[src/design/material_tint_colorizer_unit_defines.svh]
// Assertion macros used by the material tint colorizer top level.
`ifndef MATERIAL_TINT_COLORIZER_UNIT_DEFINES_SVH
`define MATERIAL_TINT_COLORIZER_UNIT_DEFINES_SVH

// Same-cycle implication, disabled while reset is asserted.
`define MTC_ASSERT_NOW(label, clk, rst_n, cond, check, msg) \
    label: assert property (@(posedge clk) disable iff (!rst_n) (cond) |-> (check)) \
        else $error(msg);

// Next-cycle implication, disabled while reset is asserted.
`define MTC_ASSERT_NEXT(label, clk, rst_n, cond, check, msg) \
    label: assert property (@(posedge clk) disable iff (!rst_n) (cond) |=> (check)) \
        else $error(msg);

`endif

[src/design/mtc_pkg.sv]
// Types and constants shared by the material tint colorizer modules.
`timescale 1ns / 1ps

package mtc_pkg;

    localparam int PAL_ENTRIES = 256;
    localparam int PAL_AW = $clog2(PAL_ENTRIES);
    localparam int PAL_DW = 24;

    localparam logic [31:0] LCG_MUL = 32'd1103515245;
    localparam logic [31:0] LCG_INC = 32'd12345;

    localparam logic [7:0] MAT_FIRST = 8'd192;
    localparam logic [11:0] CHAN_MAX = 12'h7FF;

    localparam int CFG_AW = 6;
    localparam int CFG_DW = 64;

    typedef enum logic [2:0] {
        REG_MATERIAL_COLORS = 3'd0,
        REG_ALPHA_VALUES    = 3'd1,
        REG_BASE_ALPHA      = 3'd2,
        REG_RUST_LEVELS     = 3'd3,
        REG_BURN_LEVELS     = 3'd4,
        REG_ALLOW_REGULAR   = 3'd5,
        REG_TRANSPARENT     = 3'd6
    } cfg_reg_t;

    typedef struct packed {
        logic [15:0] base_color;
        logic [3:0]  brightness;
        logic        rust_hit;
        logic        burn_hit;
    } shade_req_t;

endpackage

[src/design/mtc_shade.sv]
// Material pixel shading: brightness scale, rust, burn, saturation and packing.
`timescale 1ns / 1ps

module mtc_shade (
    input  mtc_pkg::shade_req_t req,
    output logic [15:0]         shaded
);
    import mtc_pkg::*;

    logic [7:0]  r8;
    logic [7:0]  g8;
    logic [7:0]  b8;
    logic [11:0] r;
    logic [11:0] g;
    logic [11:0] b;
    logic [11:0] mx;
    logic [11:0] mx_q;
    logic [13:0] g3;
    logic [11:0] r_s;
    logic [11:0] g_s;
    logic [11:0] b_s;

    always_comb
    begin
        r8 = {req.base_color[15:11], 3'b000};
        g8 = {req.base_color[10:5], 2'b00};
        b8 = {req.base_color[4:0], 3'b000};
        r = 12'(r8) * 12'(req.brightness);
        g = 12'(g8) * 12'(req.brightness);
        b = 12'(b8) * 12'(req.brightness);
        mx = (r > g) ? r : g;
        mx = (mx > b) ? mx : b;
        g3 = 14'(g) * 14'd3;
        if (req.rust_hit)
        begin
            g = g3[13:2];
            b = b >> 1;
        end
        mx_q = mx >> 2;
        if (req.burn_hit)
        begin
            r = mx_q + (r >> 3);
            g = mx_q + (g >> 3);
            b = mx_q + (b >> 3);
        end
        r_s = (r > CHAN_MAX) ? CHAN_MAX : r;
        g_s = (g > CHAN_MAX) ? CHAN_MAX : g;
        b_s = (b > CHAN_MAX) ? CHAN_MAX : b;
        shaded = {r_s[10:6], g_s[10:5], b_s[10:6]};
    end

endmodule

[config.mk]
export PLATFORM = sky130hd
export DESIGN_NAME = mtc_shade
export DESIGN_NICKNAME = d
export VERILOG_FILES = /design/src/design/material_tint_colorizer_unit_defines.svh /design/src/design/mtc_pkg.sv /design/src/design/mtc_shade.sv
export SDC_FILE = /design/constraint.sdc
export NUM_CORES = 1
export LEC_CHECK = 0
export BUFFER_PORTS_ARGS = -buffer_cell sky130_fd_sc_hd__buf_2
export CAP_MARGIN = 10
export CORE_MARGIN = 2
export CORE_UTILIZATION = 56
export DETAILED_ROUTE_END_ITERATION = 6
export PLACE_DENSITY = 0.78
export SYNTH_ARGS = -nofsm -noshare
export SYNTH_HDL_FRONTEND = slang
export SYNTH_SLANG_ARGS = --single-unit
[constraint.sdc]
create_clock -name vclk -period 9.6
set_input_delay 0.48 -clock vclk [all_inputs]
set_output_delay 0.48 -clock vclk [all_outputs]
set_load 0.01 [all_outputs]
==> results of run 1 <==
==> worst min-delay path by stage <==
stage | start | slack (ns) | to
floorplan | req[0] | 1.26 | shaded[10]
global placement | req[0] | 1.52 | shaded[4]
detailed placement | req[0] | 1.53 | shaded[1]
CTS | req[0] | 1.54 | shaded[12]
global route | req[0] | 1.62 | shaded[2]
finish | req[0] | 1.55 | shaded[1]
==> cells in the final DEF, fill, tap and decap left out, drive strengths merged, types with 3 or more instances in the layout <==
master and n:
ha 89, buf 59, inv 57, nand2 52
a21oi 46, and2 45, nor2 32, o21ai 31
fa 24, a21o 21, xnor2 18, nor3 13
nand3 12, xor2 11, nand2b 9, nor3b 7
a211oi 7, o22ai 6, nor2b 4, o31a 4
o21bai 4, a221o 4, o211ai 4, o2111ai 4
mux2i 4, nand4 3, o21a 3, or3 3
o221a 3, a2111oi 3, a221oi 3
==> metal layers <==
metal	share of wire	wire, um	vias up
met1	0.42	5010	2098
met5	0	0	-
li1	-	-	2142
met3	0.048	564	49
met4	0.036	423	0
met2	0.49	5870	161
==> cells in the mapped netlist, drive strengths merged (4+ instances only) <==
cell / number
a21oi: 46
nand2b: 9
and2: 45
nand2: 52
fa: 24
o2111ai: 4
o22ai: 6
xnor2: 18
nor2b: 4
a221o: 4
nor2: 32
a211oi: 7
inv: 57
mux2i: 4
o21bai: 4
nor3b: 7
o31a: 4
o21ai: 31
ha: 89
xor2: 11
nand3: 12
o211ai: 4
nor3: 13
clkbuf: 10
a21o: 21
==> repair_timing <==
action                     in CTS  in global routing
setup endpoints to repair       0                 15
setup buffers                   0                  5
gates resized for setup         0                 23
hold buffers                    0                  0
==> cell type report <==
type / count / area, um2
multi-input combinational: 500 / 4140
tap: 99 / 124
timing repair buffer: 61 / 370
inverter: 57 / 214
fill: 642 / 2490
==> kinds of logic (layout without fill, tap and decap cells) <==
group           count (synthesis)  count (layout)  synth area share
mux                             6               6            0.0163
simple gates                  191             191             0.229
compound gates                159             159             0.252
fa+ha+maj                     115             115             0.377
xor+xnor                       29              29            0.0628
buf+inv                        70             118            0.0633
==> through the flow <==
step / hold WS, ns / worst slack (ns) / cells / setup TNS [ns] / cell area (um2)
floorplan: 1.26 / 0.0371 / 570 / 0 / 4320
global placement: 1.52 / 0.347 / 712 / 0 / 4710
detailed placement: 1.53 / 0.104 / 712 / 0 / 4710
CTS: 1.54 / 0.101 / 712 / 0 / 4710
global route: 1.62 / -0.0420 / 717 / -0.0420 / 4840
finish: 1.55 / 0.445 / 717 / 0 / 4840
==> results.rst, run 1 <==
.. list-table::
   :header-rows: 1

   * - Metric
     - Value
   * - Syn Inst Count
     - 570
   * - Arrival @ worst endpoint
     - 8.67 ns
   * - Hold Crit Class
     - input pin to output port
   * - Synth top area share
     - 0.260
   * - Antenna violations before repair
     - 0
   * - Post-synth cell types
     - 66
   * - Critical path start-end classification
     - input pin to output port
   * - Number of detailed-route iterations in the first pass
     - 5
   * - Number of clock buffer instances in the layout
     - 0
   * - Largest net degree at the start of global routing
     - 32
   * - Global-route track usage on met1
     - 0.365
   * - Period utilisation layout
     - 0.954
   * - Number of primary I/O pins
     - 38
   * - Transition time at the pin with the least slew margin
     - 0.693 ns
   * - Total DRC errors in the routed layout
     - 0
   * - Share of the yosys chip area belonging to registers
     - 0
   * - Minimum clock period after layout
     - 9.15 ns
   * - Worst setup SP type
     - input pin
   * - Weighted congestion reported at the end of routability-driven placement
     - 1.08
   * - Status
     - completed
   * - Synth Cell Area
     - 0.00429 mm2
   * - GR met3 Demand/Resource
     - 0.0183
   * - Most used routing layer in global routing
     - met2
   * - Critical path startpoint
     - req[5]
   * - Horizontal die dimension
     - 91.5 um
   * - DIE HEIGHT
     - 91.5 um
   * - Wire length of the first global-routing pass
     - 20100 um
   * - Vias
     - 4450
   * - Initial detailed-routing violation count
     - 241
   * - Number of pins exceeding their max-slew limit in the final report
     - 0
   * - WL final
     - 11900 um
   * - Area enclosed by the die boundary
     - 0.00837 mm2
   * - Buffering stage count on the worst path with inverters included
     - 5
   * - Required time of the worst setup path
     - 9.12 ns
   * - Number of antenna cells inserted
     - 0
   * - Reg area
     - 0 um2
   * - Met2 demand-to-capacity share in global routing
     - 0.507
   * - Antenna violation net count after detailed routing
     - 0
   * - Relative slew margins
     - 0.526
   * - Post-DP HPWL
     - 9660 um
   * - Initial core utilization
     - 0.585
   * - Count of nets after finishing
     - 755
   * - Worst-path fanout max
     - 16
   * - Highest Clock Rate
     - 109 MHz
   * - Number of rows created at floorplan
     - 31
   * - Number of max-cap violations
     - 0
   * - Critical Path Max Stage Delay
     - 0.60 ns
   * - Layout area overhead
     - 13.0%
   * - Remaining global-route overflow
     - 0
   * - Post-synthesis net count
     - 705
   * - Final Hold Violating Endpoints
     - 0
   * - Number of cells on the worst hold path
     - 3
   * - Instance count on the critical path
     - 35
   * - Final setup vio count
     - 0
   * - YS warnings
     - 0
   * - Average detailed-routed wire length per instance
     - 16.5 um
   * - Mean instance size in the synthesized netlist
     - 7.52 um2
   * - Cell types with the largest area share after synthesis
     - ha_1 26%, fa_1 11%, and2_1 6.6%, a21oi_1 5.3%, inv_1 4.9%
   * - GRT Resource Usage Total
     - 0.285
   * - Critical Path Sink
     - shaded[9]
   * - Fraction of layout cells with a size suffix above 1
     - 0.152
   * - Category of cells accounting for the largest share of critical-path delay
     - adder cells
   * - Worst setup EP type
     - output port
   * - Cell type with the largest total area after synthesis
     - ha_1
   * - Number of input and output port buffers inserted
     - 38
   * - Via/cell ratio
     - 6.21
   * - Via count of the first global-routing pass
     - 4480
   * - Layout Utilization
     - 0.661
   * - Slowest stage cell on the critical path
     - fa_1
   * - Floorplan Core Area
     - 0.00733 mm2
   * - Sequential cells
     - 0
Power of run 1 is left out: the tool's default activity adds up to more than one toggle a clock period on the data nets, which glitch-free logic cannot reach.
==> run 2: changes to the inputs <==
Settings changed: CORE_UTILIZATION 56 to 50, PLACE_DENSITY 0.78 to 0.7.
==> run 2 against run 1 <==
Flip-flop and latch count stayed put. Via count is 2.3% lower. Sequential share of layout area stayed put. Highest routed layer unchanged.
==> results.rst, run 2 (synthesis gave the netlist of run 1 again) <==
.. list-table::
   :header-rows: 1

   * - Metric
     - Value
   * - Minimum clock period after layout
     - 9.32 ns (was 9.15 ns)
   * - Total Neg Setup Slack
     - 0 ns (unchanged)
   * - CTS hold repair buffers
     - 0 (unchanged)
   * - Min-Delay Startpoint
     - req[0] (unchanged)
   * - Fraction of layout cells with a size suffix above 1
     - 0.157 (was 0.152)
   * - Relative slew margins
     - 0.614 (was 0.526)
   * - Required time of the worst setup path
     - 9.12 ns (about the same)
   * - Weighted congestion reported at the end of routability-driven placement
     - 0.918 (was 1.08)
   * - Initial core utilization
     - 0.519 (was 0.585)
   * - Highest Clock Rate
     - 107 MHz (was 109 MHz)
   * - Number of pins exceeding their max-slew limit in the final report
     - 0 (unchanged)
   * - Layout area overhead
     - 13.8% (was 13.0%)
   * - DIE HEIGHT
     - 96.6 um (was 91.5 um)
   * - Arrival @ worst endpoint
     - 8.84 ns (was 8.67 ns)
   * - Floorplan Core Area
     - 0.00826 mm2 (was 0.00733 mm2)
   * - Critical path start-end classification
     - input pin to output port (unchanged)
   * - Vias
     - 4348 (was 4450)
   * - Worst min-delay path endpoint
     - shaded[7] (was shaded[1])
   * - Worst-path fanout max
     - 16 (unchanged)
   * - Total DRC errors in the routed layout
     - 0 (unchanged)
   * - Final Hold Violating Endpoints
     - 0 (unchanged)
   * - Reg area
     - 0 um2 (unchanged)
   * - Wire length of the first global-routing pass
     - 19900 um (was 20100 um)
   * - Number of clock buffer instances in the layout
     - 0 (unchanged)
   * - Sequential cells
     - 0 (unchanged)
   * - Worst setup EP type
     - output port (unchanged)
   * - Commonest cells after routing, fill and taps aside
     - 89 x ha_1, 56 x inv_1, 51 x nand2_1, 45 x and2_1, 41 x a21oi_1 (was 87 x ha_1, 56 x inv_1, 52 x nand2_1, 45 x and2_1, 42 x a21oi_1)
   * - Status
     - completed (unchanged)
   * - GRT Resource Usage Total
     - 0.266 (was 0.285)
   * - Number of input and output port buffers inserted
     - 38 (unchanged)
   * - Crit-path most repeated cell
     - ha_1
   * - Number of cells on the worst hold path
     - 3 (unchanged)
   * - Unrepaired setup endpoints after global routing
     - yes
   * - Critical Path Max Stage Delay
     - 0.55 ns (was 0.60 ns)
   * - Via/cell ratio
     - 6.01 (was 6.21)
   * - Transition time at the pin with the least slew margin
     - 0.573 ns (was 0.693 ns)
   * - Final setup vio count
     - 0 (unchanged)
   * - WL final
     - 12000 um (was 11900 um)
   * - Number of max-cap violations
     - 0 (unchanged)
   * - Worst Hold Margin
     - 1.55 ns (about the same)
   * - Antenna violation net count after detailed routing
     - 0 (unchanged)
   * - Remaining global-route overflow
     - 0 (unchanged)
   * - Period utilisation layout
     - 0.971 (was 0.954)
   * - Initial detailed-routing violation count
     - 303 (was 241)
   * - Post-DP HPWL
     - 10000 um (was 9660 um)
   * - Number of antenna cells inserted
     - 0 (unchanged)
   * - Number of rows created at floorplan
     - 33 (was 31)
   * - Largest net degree at the start of global routing
     - 32 (unchanged)
   * - Number of primary I/O pins
     - 38 (unchanged)
   * - Number of detailed-route iterations in the first pass
     - 5 (unchanged)
   * - Horizontal die dimension
     - 96.6 um (was 91.5 um)
   * - Area enclosed by the die boundary
     - 0.00933 mm2 (was 0.00837 mm2)
   * - Worst setup SP type
     - input pin (unchanged)
   * - Via count of the first global-routing pass
     - 4293 (was 4480)
   * - Antenna violations before repair
     - 0 (unchanged)
   * - Average detailed-routed wire length per instance
     - 16.5 um (about the same)
   * - Most common cell after layout, fill and taps aside
     - ha_1 (unchanged)
   * - Count of nets after finishing
     - 755 (unchanged)
   * - Hold Crit Class
     - input pin to output port (unchanged)
   * - Slowest stage cell on the critical path
     - fa_1 (unchanged)
run 2: cell counts in the layout (fill, tap and decap cells not counted):
No cell type changed its count.
run 2: per-stage QoR:
| step | setup slack, ns | util | area (um2) | std cells |
|---|---|---|---|---|
| after floorplan | 0.0371 | - | 4320 | 570 |
| after global placement | 0.181 | 0.575 | 4740 | 720 |
| after detailed placement | 0.0578 | 0.575 | 4740 | 720 |
| after CTS | 0.0322 | 0.575 | 4740 | 720 |
| after global routing | -0.0866 | 0.591 | 4880 | 723 |
| final | 0.279 | 0.591 | 4880 | 723 |
run 2: routing by layer:
metal	part of all wire	GRT usage	vias to the layer above
met5	0	0	-
met4	0.011	0.0387	0
met3	0.043	0.0109	14
met2	0.49	0.488	131
met1	0.45	0.354	2072
li1	-	-	2131
run 2: critical path, delay by kind of cell:
family	cells	cell delay, ns
multiplexers	1	0.32
XOR/XNOR	1	0.22
AO/OA/AOI/OAI	12	2.68
adder cells (fa/ha/maj)	7	2.57
AND/OR/NAND/NOR	10	1.80
buffers and inverters	6	0.78
run 2: cell type report:
| type | instances | area, um2 |
|---|---|---|
| fill | 816 | 3380 |
| multi-input combinational | 500 | 4150 |
| inverter | 57 | 214 |
| tap | 105 | 131 |
| timing repair buffer | 61 | 380 |
run 2: worst max-delay path by stage:
stage,depth (start not counted),to,slack [ns],start
after global placement,35,shaded[14],0.18,req[5]
after floorplan,39,shaded[9],0.04,req[5]
after CTS,35,shaded[14],0.03,req[5]
final,37,shaded[14],0.28,req[5]
after detailed placement,35,shaded[14],0.06,req[5]
after global routing,37,shaded[3],-0.09,req[5]
run 2: timing repair:
action,in CTS,in global routing
endpoints found under the hold margin,0,0
resized for setup,0,24
endpoints found under the setup margin,0,15
buffers inserted,0,3
Power of run 2 is left out for the same reason.
==> run 3: changes to the inputs <==
Settings changed: BUFFER_PORTS_ARGS -buffer_cell sky130_fd_sc_hd__buf_2 to unset, DONT_BUFFER_PORTS set to 1, PLACE_DENSITY 0.7 to 0.67, RECOVER_POWER set to 50.
==> run 3 against run 2 <==
Sequential share of layout area unchanged. Via count down 6.8%. First-iteration DRC count down 13%. Worst setup slack better by 0.24 ns. Worst hold slack worse by 0.50 ns. Count of clock-buffer cells in the layout unchanged. Global-route usage down 1.5 points. Die area unchanged. Largest cell class unchanged.
==> results.rst, run 3 (synthesis gave the netlist of run 1 again) <==
.. list-table::
   :header-rows: 1

   * - Metric
     - Value
   * - Relative slew margins
     - 0.462 (was 0.614)
   * - Critical path start-end classification
     - input pin to output port (unchanged)
   * - Horizontal die dimension
     - 96.6 um (unchanged)
   * - DIE HEIGHT
     - 96.6 um (unchanged)
   * - Weighted congestion reported at the end of routability-driven placement
     - 0.988 (was 0.918)
   * - Initial detailed-routing violation count
     - 263 (was 303)
   * - Number of antenna cells inserted
     - 0 (unchanged)
   * - Period utilisation layout
     - 0.946 (was 0.971)
   * - WL final
     - 11200 um (was 12000 um)
   * - Worst setup SP type
     - input pin (unchanged)
   * - Worst Hold Margin
     - 1.05 ns (was 1.55 ns)
   * - Commonest cells after routing, fill and taps aside
     - 89 x ha_1, 56 x inv_1, 52 x nand2_1, 45 x and2_1, 45 x a21oi_1 (was 89 x ha_1, 56 x inv_1, 51 x nand2_1, 45 x and2_1, 41 x a21oi_1)
   * - Largest net degree at the start of global routing
     - 32 (unchanged)
   * - Remaining global-route overflow
     - 0 (unchanged)
   * - Multi-input gate area in the final layout
     - 0.00406 mm2 (was 0.00415 mm2)
   * - Transition time at the pin with the least slew margin
     - 0.807 ns (was 0.573 ns)
   * - Worst setup EP type
     - output port (unchanged)
   * - Critical Path Max Stage Delay
     - 0.56 ns (was 0.55 ns)
   * - Number of primary I/O pins
     - 38 (unchanged)
   * - Sequential cells
     - 0 (unchanged)
   * - Floorplan Core Area
     - 0.00826 mm2 (unchanged)
   * - Via count of the first global-routing pass
     - 3929 (was 4293)
   * - Most common cell after layout, fill and taps aside
     - ha_1 (unchanged)
   * - Buffering stage count on the worst path with inverters included
     - 5 (was 6)
   * - Reg area
     - 0 um2 (unchanged)
   * - Fraction of layout cells with a size suffix above 1
     - 0.0696 (was 0.157)
   * - Hold Crit Class
     - input pin to output port (unchanged)
   * - Via/cell ratio
     - 5.96 (was 6.01)
   * - Placed instance count
     - 678 (was 720)
   * - Status
     - completed (unchanged)
   * - Minimum clock period after layout
     - 9.08 ns (was 9.32 ns)
   * - Min-Delay Startpoint
     - req[0] (unchanged)
   * - Number of pins exceeding their max-slew limit in the final report
     - 0 (unchanged)
   * - Layout area overhead
     - 5.90% (was 13.8%)
   * - Number of max-cap violations
     - 0 (unchanged)
   * - Wire length of the first global-routing pass
     - 18600 um (was 19900 um)
   * - Category of cells accounting for the largest share of critical-path delay
     - compound AO/OA/AOI/OAI gates (unchanged)
   * - Number of detailed-route iterations in the first pass
     - 5 (unchanged)
   * - Number of clock buffer instances in the layout
     - 0 (unchanged)
   * - Final setup vio count
     - 0 (unchanged)
   * - # fillers
     - 825 (was 816)
   * - Vias
     - 4053 (was 4348)
   * - Total DRC errors in the routed layout
     - 0 (unchanged)
   * - Worst min-delay path endpoint
     - shaded[1] (was shaded[7])
   * - Unrepaired setup endpoints after global routing
     - no (was yes)
   * - Initial core utilization
     - 0.519 (unchanged)
   * - Worst-path fanout max
     - 13 (was 16)
   * - Final Hold Violating Endpoints
     - 0 (unchanged)
   * - Required time of the worst setup path
     - 9.12 ns (about the same)
   * - Slowest stage cell on the critical path
     - fa_1 (unchanged)
   * - Highest Clock Rate
     - 110 MHz (was 107 MHz)
   * - Number of input and output port buffers inserted
     - 0 (was 38)
   * - Average detailed-routed wire length per instance
     - 16.4 um (was 16.5 um)
   * - Antenna violation net count after detailed routing
     - 0 (unchanged)
   * - Total Neg Setup Slack
     - 0 ns (unchanged)
   * - Post-Layout Cell Count
     - 680 (was 723)
   * - GRT Resource Usage Total
     - 0.251 (was 0.266)
   * - Area enclosed by the die boundary
     - 0.00933 mm2 (unchanged)
   * - Post-DP HPWL
     - 9520 um (was 10000 um)
   * - Antenna violations before repair
     - 0 (unchanged)
   * - Arrival @ worst endpoint
     - 8.60 ns (was 8.84 ns)
   * - Crit-path most repeated cell
     - a21o_1 (was ha_1)
   * - Number of rows created at floorplan
     - 33 (unchanged)
   * - Number of cells on the worst hold path
     - 1 (was 3)
   * - Count of nets after finishing
     - 712 (was 755)
run 3: changes by cell type in the layout (fill, tap and decap cells not counted), sizes merged:
| cell | before | now |
|---|---|---|
| buf | 59 | 17 |
| clkbuf | 2 | 1 |
run 3: through the flow:
| step | area (um2) | utilization | worst slack [ns] |
|---|---|---|---|
| 2_1_floorplan | 4320 | - | 0.0371 |
| 3_3_place_gp | 4510 | 0.546 | 0.477 |
| 3_5_place_dp | 4510 | 0.546 | 0.318 |
| 4_1_cts | 4510 | 0.546 | 0.297 |
| 5_1_grt | 4540 | 0.550 | 0.0130 |
| 6_report | 4540 | 0.550 | 0.521 |
run 3: worst max path at each step:
stage                             to  cells after the start  slack (ns)  startpoint
after floorplan            shaded[9]                     39        0.04      req[5]
after global placement     shaded[9]                     34        0.48     req[17]
after detailed placement   shaded[9]                     34        0.32     req[17]
after CTS                  shaded[9]                     36        0.30     req[11]
after global routing       shaded[9]                     37        0.01     req[11]
final                     shaded[13]                     37        0.52     req[11]
run 3: layer usage:
| layer | wire [um] | GRT usage | vias up | part of all wire |
|---|---|---|---|---|
| met1 | 5190 | 0.336 | 1868 | 0.46 |
| met5 | 0 | 0 | - | 0 |
| met3 | 588 | 0.0178 | 14 | 0.053 |
| met2 | 5260 | 0.458 | 126 | 0.47 |
| met4 | 146 | 0.0282 | 0 | 0.013 |
| li1 | - | - | 2045 | - |
run 3: layout make-up:
cell class         count  share of cell area
multi-input cells    500               0.895
repair buffers        18              0.0289
well taps            105              0.0289
inverters             57              0.0471
run 3: timing repair:
item | 4_1_cts | 5_1_grt
resized for setup | 0 | 4
hold buffers | 0 | 0
buffers inserted | 0 | 2
endpoints found under the setup margin | 0 | 4
Power of run 3 is left out for the same reason.
